`src/rtl/dsg_pkg.sv`:
```
// Package of the decaying sine generator: configuration record, register indexes,
// reset values, parameter defaults and the fixed-point sine coefficients.
// Depends on nothing; every other file of the block imports it.
package dsg_pkg;

    // Parameter defaults handed to the top level.
    localparam int DEF_SINE_TABLE_DEPTH = 1024;
    localparam int DEF_SAMPLE_WIDTH     = 24;

    // Depth of the two queues around the sample engine.
    localparam int QUEUE_DEPTH = 2;

    // Configuration port geometry.
    localparam int CFG_INDEX_WIDTH = 2;
    localparam int CFG_DATA_WIDTH  = 32;

    typedef enum logic [CFG_INDEX_WIDTH-1:0] {
        CFG_AMPLITUDE    = 2'd0,
        CFG_PHASE_STEP   = 2'd1,
        CFG_DECAY_FACTOR = 2'd2,
        CFG_RUN_LENGTH   = 2'd3
    } t_cfg_index;

    // Configuration registers as seen by the sample engine.
    typedef struct packed {
        logic [15:0] amplitude;
        logic [30:0] phase_step;
        logic [31:0] decay_factor;
        logic [24:0] run_length;
    } t_cfg;

    localparam logic [15:0] RST_AMPLITUDE    = 16'd32768;
    localparam logic [30:0] RST_PHASE_STEP   = 31'd39370534;
    localparam logic [31:0] RST_DECAY_FACTOR = 32'd4294143246;
    localparam logic [24:0] RST_RUN_LENGTH   = 25'd48000;

    // Envelope of 1.0 in Q1.31.
    localparam logic [31:0] ENV_ONE = 32'h8000_0000;

    // Odd polynomial for the sine of a quarter turn, Q2.30.
    localparam logic signed [35:0] Q30_ONE = 36'sd1073741824;
    localparam logic signed [35:0] COEF_A1 = 36'sd1686629713;
    localparam logic signed [35:0] COEF_A3 = 36'sd693598668;
    localparam logic signed [35:0] COEF_A5 = 36'sd85569306;
    localparam logic [31:0]        COEF_A7 = 32'd4858527;

endpackage

```
`src/rtl/dsg_fifo.sv`:
```
// Small first-in first-out queue used on both sides of the sample engine.
// Uses dsg_pkg for the default depth.
module dsg_fifo #(
    parameter int WIDTH = 1,
    parameter int DEPTH = dsg_pkg::QUEUE_DEPTH
) (
    input  logic             i_clk,
    input  logic             i_rst_n,
    input  logic             i_push,
    input  logic [WIDTH-1:0] i_data,
    output logic             o_full,
    input  logic             i_pop,
    output logic [WIDTH-1:0] o_data,
    output logic             o_empty
);
    import dsg_pkg::*;

    localparam int AW = (DEPTH > 1) ? $clog2(DEPTH) : 1;
    localparam int CW = $clog2(DEPTH + 1);

    logic [WIDTH-1:0] r_mem [DEPTH];
    logic [AW-1:0]    r_wr_ptr;
    logic [AW-1:0]    r_rd_ptr;
    logic [CW-1:0]    r_count;
    logic             push_ok;
    logic             pop_ok;

    assign o_full  = (r_count == CW'(DEPTH));
    assign o_empty = (r_count == '0);
    assign push_ok = i_push && !o_full;
    assign pop_ok  = i_pop && !o_empty;
    assign o_data  = r_mem[r_rd_ptr];

    // Storage of the words; no reset needed.
    always_ff @(posedge i_clk) begin
        if (push_ok) begin
            r_mem[r_wr_ptr] <= i_data;
        end
    end

    // Pointers and fill count.
    always_ff @(posedge i_clk) begin
        if (!i_rst_n) begin
            r_wr_ptr <= '0;
            r_rd_ptr <= '0;
            r_count  <= '0;
        end else begin
            if (push_ok) begin
                r_wr_ptr <= (r_wr_ptr == AW'(DEPTH - 1)) ? '0 : r_wr_ptr + 1'b1;
            end
            if (pop_ok) begin
                r_rd_ptr <= (r_rd_ptr == AW'(DEPTH - 1)) ? '0 : r_rd_ptr + 1'b1;
            end
            if (push_ok && !pop_ok) begin
                r_count <= r_count + 1'b1;
            end else if (pop_ok && !push_ok) begin
                r_count <= r_count - 1'b1;
            end
        end
    end

endmodule

```
`src/rtl/dsg_core.sv`:
```
// Sample engine: run state, sine polynomial, amplitude and envelope scaling, all on
// one shared 32x32 multiplier sequenced over cycles. Uses dsg_pkg.
module dsg_core #(
    parameter int SINE_TABLE_DEPTH = dsg_pkg::DEF_SINE_TABLE_DEPTH,
    parameter int SAMPLE_WIDTH     = dsg_pkg::DEF_SAMPLE_WIDTH
) (
    input  logic                    i_clk,
    input  logic                    i_rst_n,
    input  dsg_pkg::t_cfg           i_cfg,
    input  logic                    i_in_valid,
    input  logic                    i_in_restart,
    output logic                    o_in_pop,
    input  logic                    i_out_full,
    output logic                    o_out_push,
    output logic [SAMPLE_WIDTH-1:0] o_out_sample,
    output logic [SAMPLE_WIDTH-2:0] o_out_peak,
    output logic                    o_out_last
);
    import dsg_pkg::*;

    localparam int SW       = SAMPLE_WIDTH;
    localparam int TBL_BITS = $clog2(SINE_TABLE_DEPTH);
    localparam int RND_SH   = 31 - SW;
    localparam logic [29:0] X_MASK   = ~30'((64'd1 << (32 - TBL_BITS)) - 64'd1);
    localparam logic [34:0] POS_MAX  = (35'd1 << (SW - 1)) - 35'd1;
    localparam logic [34:0] NEG_MAX  = 35'd1 << (SW - 1);

    typedef enum logic [4:0] {
        ST_IDLE   = 5'b00001,
        ST_CHECK  = 5'b00010,
        ST_MUL    = 5'b00100,
        ST_WB     = 5'b01000,
        ST_FINISH = 5'b10000
    } t_state;

    // Products in the order they are formed for one sample.
    typedef enum logic [2:0] {
        OP_X2  = 3'd0,
        OP_P1  = 3'd1,
        OP_P2  = 3'd2,
        OP_P3  = 3'd3,
        OP_P4  = 3'd4,
        OP_M1  = 3'd5,
        OP_M2  = 3'd6,
        OP_ENV = 3'd7
    } t_op;

    t_state r_state, n_state;
    t_op    r_op;

    // Run state.
    logic [31:0]   r_phase;
    logic [31:0]   r_env;
    logic [24:0]   r_idx;
    logic [SW-2:0] r_peak;

    // Working registers of one sample.
    logic [30:0] r_x;
    logic [30:0] r_x2;
    logic        r_neg;
    logic        r_sign;
    logic [31:0] r_opnd;
    logic [63:0] r_prod;
    logic [34:0] r_scaled;

    logic [31:0] mul_a;
    logic [31:0] mul_b;
    logic [63:0] prod;
    logic [29:0] x30;
    logic [33:0] poly_t;
    logic signed [35:0] poly_term;
    logic signed [35:0] poly_const;
    logic signed [35:0] poly_sum;
    logic [35:0] poly_abs;
    logic [32:0] m2;
    logic [34:0] m2_round;
    logic [34:0] clamped;
    logic [SW-2:0] peak_mag;
    logic [SW-2:0] peak_next;
    logic          run_done;

    // Operand selection for the shared multiplier.
    always_comb begin
        unique case (r_op) inside
            OP_X2: begin
                mul_a = {1'b0, r_x};
                mul_b = {1'b0, r_x};
            end
            OP_P1, OP_P2, OP_P3: begin
                mul_a = r_opnd;
                mul_b = {1'b0, r_x2};
            end
            OP_P4: begin
                mul_a = r_opnd;
                mul_b = {1'b0, r_x};
            end
            OP_M1: begin
                mul_a = {16'd0, i_cfg.amplitude};
                mul_b = r_opnd;
            end
            OP_M2: begin
                mul_a = r_opnd;
                mul_b = r_env;
            end
            OP_ENV: begin
                mul_a = r_env;
                mul_b = i_cfg.decay_factor;
            end
        endcase
    end

    assign prod = mul_a * mul_b;

    // Quarter-turn angle of the quantized phase; it is mirrored in odd quadrants in r_x.
    assign x30 = r_phase[29:0] & X_MASK;

    // Polynomial step: signed accumulator times Q30 value, truncated toward zero.
    assign poly_t    = r_prod[63:30];
    assign poly_term = r_sign ? -$signed({2'b00, poly_t}) : $signed({2'b00, poly_t});

    always_comb begin
        unique case (r_op) inside
            OP_P1:   poly_const = COEF_A5;
            OP_P2:   poly_const = -COEF_A3;
            OP_P3:   poly_const = COEF_A1;
            default: poly_const = '0;
        endcase
    end

    assign poly_sum = poly_const + poly_term;
    assign poly_abs = poly_sum[35] ? 36'(-poly_sum) : 36'(poly_sum);

    // Round the Q30 magnitude half up to the sample precision.
    assign m2 = r_prod[63:31];

    generate
        if (RND_SH > 0) begin : g_round
            assign m2_round = ({2'b00, m2} + (35'd1 << (RND_SH - 1))) >> RND_SH;
        end else if (RND_SH == 0) begin : g_exact
            assign m2_round = {2'b00, m2};
        end else begin : g_widen
            assign m2_round = {1'b0, m2, 1'b0};
        end
    endgenerate

    // Saturation of the final sample and the running peak.
    always_comb begin
        if (r_neg) begin
            clamped = (r_scaled > NEG_MAX) ? NEG_MAX : r_scaled;
        end else begin
            clamped = (r_scaled > POS_MAX) ? POS_MAX : r_scaled;
        end
        peak_mag  = (clamped > POS_MAX) ? POS_MAX[SW-2:0] : clamped[SW-2:0];
        peak_next = (peak_mag > r_peak) ? peak_mag : r_peak;
    end

    assign run_done     = (r_idx >= i_cfg.run_length);
    assign o_in_pop     = (r_state == ST_IDLE) && i_in_valid && !i_out_full;
    assign o_out_push   = (r_state == ST_FINISH);
    assign o_out_sample = r_neg ? ({SW{1'b0}} - clamped[SW-1:0]) : clamped[SW-1:0];
    assign o_out_peak   = peak_next;
    assign o_out_last   = ((r_idx + 25'd1) == i_cfg.run_length);

    // Sequencer.
    always_comb begin
        n_state = r_state;
        unique case (r_state)
            ST_IDLE: begin
                if (o_in_pop) begin
                    n_state = ST_CHECK;
                end
            end
            ST_CHECK: begin
                n_state = run_done ? ST_IDLE : ST_MUL;
            end
            ST_MUL: begin
                n_state = ST_WB;
            end
            ST_WB: begin
                n_state = (r_op == OP_ENV) ? ST_FINISH : ST_MUL;
            end
            ST_FINISH: begin
                n_state = ST_IDLE;
            end
        endcase
    end

    always_ff @(posedge i_clk) begin
        if (!i_rst_n) begin
            r_state <= ST_IDLE;
        end else begin
            r_state <= n_state;
        end
    end

    // Run state: cleared by reset and by a restart word, advanced per sample.
    always_ff @(posedge i_clk) begin
        if (!i_rst_n) begin
            r_phase <= '0;
            r_env   <= ENV_ONE;
            r_idx   <= '0;
            r_peak  <= '0;
        end else begin
            if (o_in_pop && i_in_restart) begin
                r_phase <= '0;
                r_env   <= ENV_ONE;
                r_idx   <= '0;
                r_peak  <= '0;
            end
            if (r_state == ST_WB && r_op == OP_ENV) begin
                r_env <= r_prod[63:32];
            end
            if (r_state == ST_FINISH) begin
                r_peak  <= peak_next;
                r_idx   <= r_idx + 25'd1;
                r_phase <= r_phase + {1'b0, i_cfg.phase_step};
            end
        end
    end

    // Working registers of the multiply sequence.
    always_ff @(posedge i_clk) begin
        unique case (r_state)
            ST_CHECK: begin
                r_x    <= r_phase[30] ? (31'h4000_0000 - {1'b0, x30}) : {1'b0, x30};
                r_neg  <= r_phase[31];
                r_opnd <= COEF_A7;
                r_sign <= 1'b1;
                r_op   <= OP_X2;
            end
            ST_MUL: begin
                r_prod <= prod;
            end
            ST_WB: begin
                unique case (r_op) inside
                    OP_X2: begin
                        r_x2 <= r_prod[60:30];
                    end
                    OP_P1, OP_P2, OP_P3: begin
                        r_sign <= poly_sum[35];
                        r_opnd <= poly_abs[31:0];
                    end
                    OP_P4: begin
                        if (poly_sum[35]) begin
                            r_opnd <= '0;
                        end else if (poly_sum > Q30_ONE) begin
                            r_opnd <= Q30_ONE[31:0];
                        end else begin
                            r_opnd <= poly_sum[31:0];
                        end
                    end
                    OP_M1: begin
                        r_opnd <= r_prod[46:15];
                    end
                    OP_M2: begin
                        r_scaled <= m2_round;
                    end
                    OP_ENV: begin
                        r_scaled <= r_scaled;
                    end
                endcase
                if (r_op != OP_ENV) begin
                    r_op <= t_op'(r_op + 3'd1);
                end
            end
            default: begin
                r_op <= r_op;
            end
        endcase
    end

    // A result word is only written into the result queue when it has room.
    a_push_room: assert property (@(posedge i_clk) disable iff (!i_rst_n)
        o_out_push |-> !i_out_full)
        else $error("result word written into a full result queue");

    // The envelope starts at 1.0 and only decays.
    a_env_bound: assert property (@(posedge i_clk) disable iff (!i_rst_n)
        r_env <= ENV_ONE)
        else $error("envelope above 1.0");

    // The sine magnitude leaving the polynomial is clamped to 1.0.
    a_sine_bound: assert property (@(posedge i_clk) disable iff (!i_rst_n)
        (r_state == ST_WB && r_op == OP_P4) |=> (r_opnd <= Q30_ONE[31:0]))
        else $error("sine magnitude above 1.0");

    // After the final sample of a run the sample count equals the run length.
    a_last_count: assert property (@(posedge i_clk) disable iff (!i_rst_n)
        (o_out_push && o_out_last) |=> (r_idx == i_cfg.run_length))
        else $error("sample count does not match run length after last sample");

endmodule

```
`src/rtl/decaying_sine_generator.sv`:
```
// Top level of the decaying sine generator: configuration registers, tick queue,
// sample engine and result queue. Uses dsg_pkg, dsg_fifo and dsg_core.
//
// Each tick word pushed in produces one sample word of an exponentially damped
// sine, or nothing once the run of run_length samples is over; a tick with restart
// set first clears phase, envelope, sample count and peak. A tick that yields a
// sample occupies the engine while the single 32x32 multiplier forms the eight
// products of a sample one after another, each product registered before it is
// used; a tick after the end of the run forms none. The engine takes a new tick
// only when it is through with the last. Two tick words and two result words can
// wait in the queues, so pushing and popping run independently of the engine.
// SINE_TABLE_DEPTH must be a power of two. Configuration writes take effect from
// the next tick and are meant to be made while no tick is waiting or in work.
module decaying_sine_generator #(
    parameter int SINE_TABLE_DEPTH = dsg_pkg::DEF_SINE_TABLE_DEPTH,
    parameter int SAMPLE_WIDTH     = dsg_pkg::DEF_SAMPLE_WIDTH
) (
    input  logic                                i_clk,
    input  logic                                i_rst_n,
    input  logic                                i_cfg_wr_en,
    input  logic [dsg_pkg::CFG_INDEX_WIDTH-1:0] i_cfg_index,
    input  logic [dsg_pkg::CFG_DATA_WIDTH-1:0]  i_cfg_data,
    input  logic                                push,
    output logic                                full,
    input  logic                                i_restart,
    output logic                                empty,
    input  logic                                pop,
    output logic signed [SAMPLE_WIDTH-1:0]      o_sample_value,
    output logic [SAMPLE_WIDTH-2:0]             o_peak_level,
    output logic                                o_last_sample
);
    import dsg_pkg::*;

    localparam int OUT_WIDTH = 2 * SAMPLE_WIDTH;

    t_cfg r_cfg;

    logic                    in_empty;
    logic                    in_restart;
    logic                    in_pop;
    logic                    out_full;
    logic                    out_push;
    logic [SAMPLE_WIDTH-1:0] out_sample;
    logic [SAMPLE_WIDTH-2:0] out_peak;
    logic                    out_last;
    logic [OUT_WIDTH-1:0]    out_word;

    // Configuration registers, masked to their widths.
    always_ff @(posedge i_clk) begin
        if (!i_rst_n) begin
            r_cfg.amplitude    <= RST_AMPLITUDE;
            r_cfg.phase_step   <= RST_PHASE_STEP;
            r_cfg.decay_factor <= RST_DECAY_FACTOR;
            r_cfg.run_length   <= RST_RUN_LENGTH;
        end else if (i_cfg_wr_en) begin
            unique case (t_cfg_index'(i_cfg_index))
                CFG_AMPLITUDE:    r_cfg.amplitude    <= i_cfg_data[15:0];
                CFG_PHASE_STEP:   r_cfg.phase_step   <= i_cfg_data[30:0];
                CFG_DECAY_FACTOR: r_cfg.decay_factor <= i_cfg_data[31:0];
                CFG_RUN_LENGTH:   r_cfg.run_length   <= i_cfg_data[24:0];
                default:          r_cfg <= r_cfg;
            endcase
        end
    end

    // Tick queue in front of the engine.
    dsg_fifo #(
        .WIDTH (1),
        .DEPTH (QUEUE_DEPTH)
    ) u_in_queue (
        .i_clk   (i_clk),
        .i_rst_n (i_rst_n),
        .i_push  (push),
        .i_data  (i_restart),
        .o_full  (full),
        .i_pop   (in_pop),
        .o_data  (in_restart),
        .o_empty (in_empty)
    );

    // Sample engine.
    dsg_core #(
        .SINE_TABLE_DEPTH (SINE_TABLE_DEPTH),
        .SAMPLE_WIDTH     (SAMPLE_WIDTH)
    ) u_core (
        .i_clk        (i_clk),
        .i_rst_n      (i_rst_n),
        .i_cfg        (r_cfg),
        .i_in_valid   (!in_empty),
        .i_in_restart (in_restart),
        .o_in_pop     (in_pop),
        .i_out_full   (out_full),
        .o_out_push   (out_push),
        .o_out_sample (out_sample),
        .o_out_peak   (out_peak),
        .o_out_last   (out_last)
    );

    // Result queue behind the engine.
    dsg_fifo #(
        .WIDTH (OUT_WIDTH),
        .DEPTH (QUEUE_DEPTH)
    ) u_out_queue (
        .i_clk   (i_clk),
        .i_rst_n (i_rst_n),
        .i_push  (out_push),
        .i_data  ({out_sample, out_peak, out_last}),
        .o_full  (out_full),
        .i_pop   (pop),
        .o_data  (out_word),
        .o_empty (empty)
    );

    assign o_sample_value = $signed(out_word[OUT_WIDTH-1 -: SAMPLE_WIDTH]);
    assign o_peak_level   = out_word[SAMPLE_WIDTH-1:1];
    assign o_last_sample  = out_word[0];

endmodule
```
`config.mk`:
```
export PLATFORM = sky130hd
export DESIGN_NAME = decaying_sine_generator
export DESIGN_NICKNAME = d
export VERILOG_FILES = /design/src/rtl/dsg_pkg.sv /design/src/rtl/dsg_fifo.sv /design/src/rtl/dsg_core.sv /design/src/rtl/decaying_sine_generator.sv
export SDC_FILE = /design/constraint.sdc
export NUM_CORES = 2
export LEC_CHECK = 0
export BUFFER_PORTS_ARGS = -buffer_cell sky130_fd_sc_hd__buf_2
export CAP_MARGIN = 20
export CELL_PAD_IN_SITES_DETAIL_PLACEMENT = 1
export CELL_PAD_IN_SITES_GLOBAL_PLACEMENT = 2
export CORE_MARGIN = 4
export CORE_UTILIZATION = 38
export DETAILED_ROUTE_END_ITERATION = 12
export PLACE_DENSITY = 0.9
export RECOVER_POWER = 25
export SYNTH_ARGS = -nofsm -noshare
export SYNTH_HDL_FRONTEND = slang
export SYNTH_SLANG_ARGS = --single-unit
```
`constraint.sdc`:
```
create_clock -name i_clk -period 9.5 [get_ports i_clk]
set_input_delay 0.475 -clock i_clk [delete_from_list [all_inputs] [get_ports i_clk]]
set_output_delay 0.475 -clock i_clk [all_outputs]
set_load 0.02 [all_outputs]
```
==> impl_metrics.yaml <==
clocking:
  clk_lat_worst_skew_ns: 0.63
  total_number_of_clock_tree_sinks: 482
  ctsHtreeMaxLevel: 2
  cts-root-to-sink-buffers: 3
  tritoncts: "yes"
  tritoncts.num_buffers: 50
  cts_root_buffer: "sky130_fd_sc_hd__clkbuf_16"
  clkTransAtPathRegs_ns: 0.07
worst_setup_path:
  worstSetupStartpointType: "flip-flop"
  timing.reg2reg.worst_path_depth: 36
  r2r_setup_slack_ns: -0.05
  rr_startpoint: "u_core.r_op[0]$_SDFFCE_PN0P_"
  cp_slowest_cell: "sky130_fd_sc_hd__fa_2"
  r2r_end: "u_core.r_prod[63]$_DFFE_PP_"
  timing.critical_path.mode_cell: "sky130_fd_sc_hd__buf_4"
  cpPeakStageDelay_ns: 0.65
  critical_path_arrival_ns: 9.90
  crit_required_ns: 9.85
  worstSetupEndpointType: "flip-flop"
  path_class: "flip-flop to flip-flop"
  path_max_fanout: 7
timing:
  final.period_utilization: 1.01
  finalHoldViolCount: 0
  rsz0062_at_grt: "true"
  timing.clock.skew_ns: 0.0301
  setup_viol: 3
  finalWorstPathRequiredPeriod_ns: 9.55
  setup_ws_ns: -0.0505
  fmax_mhz: 105
  timing.slew.headroom: -0.955
  max_slew.worst_pin.slew_ns: 2.93
  timing_max_transition_violations_final: 255
  worst_hold_slack_ns: 0.145
cells_and_area:
  finish.cell_count_without_fillers: 8939
  areaGrowthSynthToFinish_pct: 16.5
  design.final.nets: 8190
  drive_gt1_frac: 0.144
  finish.utilization: 0.447
global_route:
  grt_total_ovfl: 0
  first_global_vias: 53900
  global_route.usage.total: 0.279
  grt_pass1_wl_mm: 336
  largest_net_degree_at_the_start_of_global_routing: 76
  number_of_antenna_violations_at_the_first_check_in_global_routing: 10
logic_synthesis:
  syn-cell-area_mm2: 0.0584
  synth.top_cell.area_share: 0.307
  yosys_most_used_dff: "sky130_fd_sc_hd__edfxtp_1"
  cell_type_with_the_highest_aggregate_area_in_the_netlist: "sky130_fd_sc_hd__fa_1"
  synthesis.instances: 6482
  syn_area_per_cell_um2: 9.01
  synth_top_cells_by_count: "990 x sky130_fd_sc_hd__inv_1, 963 x sky130_fd_sc_hd__nand2_1, 897 x sky130_fd_sc_hd__fa_1, 701 x sky130_fd_sc_hd__nor2_1, 387 x sky130_fd_sc_hd__ha_1"
  synth_area_leaders: "sky130_fd_sc_hd__fa_1 31%, sky130_fd_sc_hd__edfxtp_1 13%, sky130_fd_sc_hd__ha_1 8.3%"
  share_of_synthesized_area_occupied_by_flip_flops_and_latches: 0.208
  synth.ff_latch_count: 482
  synthMostInstantiatedCell: "sky130_fd_sc_hd__inv_1"
  ys_types: 92
  async_reset_ff_frac: 0
  yosysWarningCount: 0
  mappedNetlistNets: 7806
  synth_edf_count: 251
die:
  die_h_um: 400
  initial_core_util: 0.383
  fp.coreArea_mm2: 0.152
  pin_count: 90
  num_rows: 143
  die_area_mm2: 0.160
  die_width_um: 400
drt:
  routed_wirelength_mm: 226
  via_count: 49600
  drt_iter0_drc: 3910
  drt_pass1_iterations: 7
  route.detailed.drc: 0
  detail_route.vias_per_cell: 5.55
  postRouteAntennaNets: 0
  wire_per_inst_um: 25.2
hold_path:
  hp-start: "i_cfg_data[25]"
  min_path_type: "input pin to flip-flop"
  hold_depth: 3
  whs_endpoint: "r_cfg[82]$_SDFFE_PN1P_"
placement:
  buffer_ports.inserted: 89
  preCtsSetupSlack_ns: -0.676
  dpl.hpwl_mm: 183
  routabilityCongestion: 1.04
  placedCellCount: 8768
status:
  violations: "capacitance limit, slew limit, setup timing"
  run_status: "finished with violations"
run:
  max_cap_viol_count: 6
==> cell families (layout without fill, tap and decap cells) <==
logic type / Yosys count / after routing / share of synthesized area
and+or+nand+nor: 2161 / 2162 / 0.158
buffers and inverters: 1338 / 1762 / 0.0863
adders and majority gates: 1284 / 1284 / 0.390
AOI/OAI and AO/OA: 922 / 922 / 0.111
DFF: 482 / 482 / 0.208
xor gates and xnor gates: 240 / 240 / 0.0360
muxes: 55 / 55 / 0.0105
other: 0 / 2 / 0
==> metrics by stage <==
stage	area [µm²]	TNS, ns
detailed placement	64700	-7.21
CTS	67000	0
finish	68100	-0.0595
global route	68100	-2.27
floorplan	58500	-0.0366
global placement	64700	-4.70
==> cell usage in the layout (no fill, tap or decap), types with 46 or more instances in the layout <==
cell	netlist	final
sky130_fd_sc_hd__xnor2_1	176	176
sky130_fd_sc_hd__o21a_1	54	51
sky130_fd_sc_hd__dfxtp_1	231	230
sky130_fd_sc_hd__and2_1	75	67
sky130_fd_sc_hd__ha_1	387	372
sky130_fd_sc_hd__a22o_1	64	60
sky130_fd_sc_hd__nand2_1	963	954
sky130_fd_sc_hd__nor3_1	49	48
sky130_fd_sc_hd__nand2b_1	46	46
sky130_fd_sc_hd__nor2_1	701	685
sky130_fd_sc_hd__buf_4	1	466
sky130_fd_sc_hd__a21o_1	100	100
sky130_fd_sc_hd__a21boi_0	92	91
sky130_fd_sc_hd__nand3_1	115	114
sky130_fd_sc_hd__clkbuf_16	0	54
sky130_fd_sc_hd__inv_1	990	980
sky130_fd_sc_hd__xor2_1	64	64
sky130_fd_sc_hd__edfxtp_1	251	251
sky130_fd_sc_hd__fa_1	897	866
sky130_fd_sc_hd__o21ai_0	162	141
sky130_fd_sc_hd__mux2_2	51	51
sky130_fd_sc_hd__a21oi_1	145	137
sky130_fd_sc_hd__buf_12	0	59
sky130_fd_sc_hd__buf_2	6	86
==> registers in the layout, indices dropped and copies added (netlist names), 25 cells and up, named ones only <==
| register | cells |
|---|---|
| r_cfg | 104 |
| u_out_queue.r_mem | 96 |
| u_core.r_prod | 49 |
| u_core.r_env | 32 |
| u_core.r_opnd | 32 |
| u_core.r_phase | 32 |
| u_core.r_x2 | 31 |
| u_core.r_scaled | 27 |
| u_core.r_idx | 25 |
==> critical path: cells and delay by family, from the launching register on <==
family / cells / cell delay [ns]
XOR/XNOR: 1 / 0.13
flip-flops: 1 / 0.51
AO/OA/AOI/OAI: 11 / 1.92
buffers and inverters: 10 / 1.36
adder cells (fa/ha/maj): 10 / 4.67
AND/OR/NAND/NOR: 4 / 0.68
==> layout make-up <==
class	count	area, µm²
sequential	482	12200
inverter	991	3720
fill	17600	84400
multi-input combinational	4663	42100
tap	2030	2540
antenna	2	5.00
clock buffer	65	1370
timing repair buffer	678	5840
clock inverter	28	357
==> repair_timing <==
action | CTS | global route
hold buffers | 0 | 0
buffers inserted | 21 | 49
pin swaps | 41 | 120
gates cloned | 3 | 3
endpoints found under the setup margin | 22 | 23
resized for setup | 79 | 155
==> worst max-delay path by stage <==
stage                                 start                          end  slack (ns)  cells after the start
2_1_floorplan  u_core.r_op[0]$_SDFFCE_PN0P_  u_core.r_prod[53]$_DFFE_PP_       -0.02                     39
3_3_place_gp   u_core.r_op[0]$_SDFFCE_PN0P_  u_core.r_prod[62]$_DFFE_PP_       -0.56                     36
3_5_place_dp   u_core.r_op[0]$_SDFFCE_PN0P_  u_core.r_prod[62]$_DFFE_PP_       -0.68                     36
4_1_cts        u_core.r_op[0]$_SDFFCE_PN0P_  u_core.r_prod[63]$_DFFE_PP_       0.001                     35
5_1_grt        u_core.r_op[0]$_SDFFCE_PN0P_  u_core.r_prod[63]$_DFFE_PP_       -0.30                     36
6_report       u_core.r_op[0]$_SDFFCE_PN0P_  u_core.r_prod[63]$_DFFE_PP_       -0.05                     36
==> metal layers <==
metal  up-vias  track usage  routed length, µm
li1      21500            -                  -
met1     25800        0.363              91700
met2      1808        0.458             104000
met3       522       0.0480              16700
met4         6        0.123              12600
met5         -            0                 40
Power is left out: the tool's default activity adds up to more than one toggle a clock period on the data nets, which glitch-free logic cannot reach.
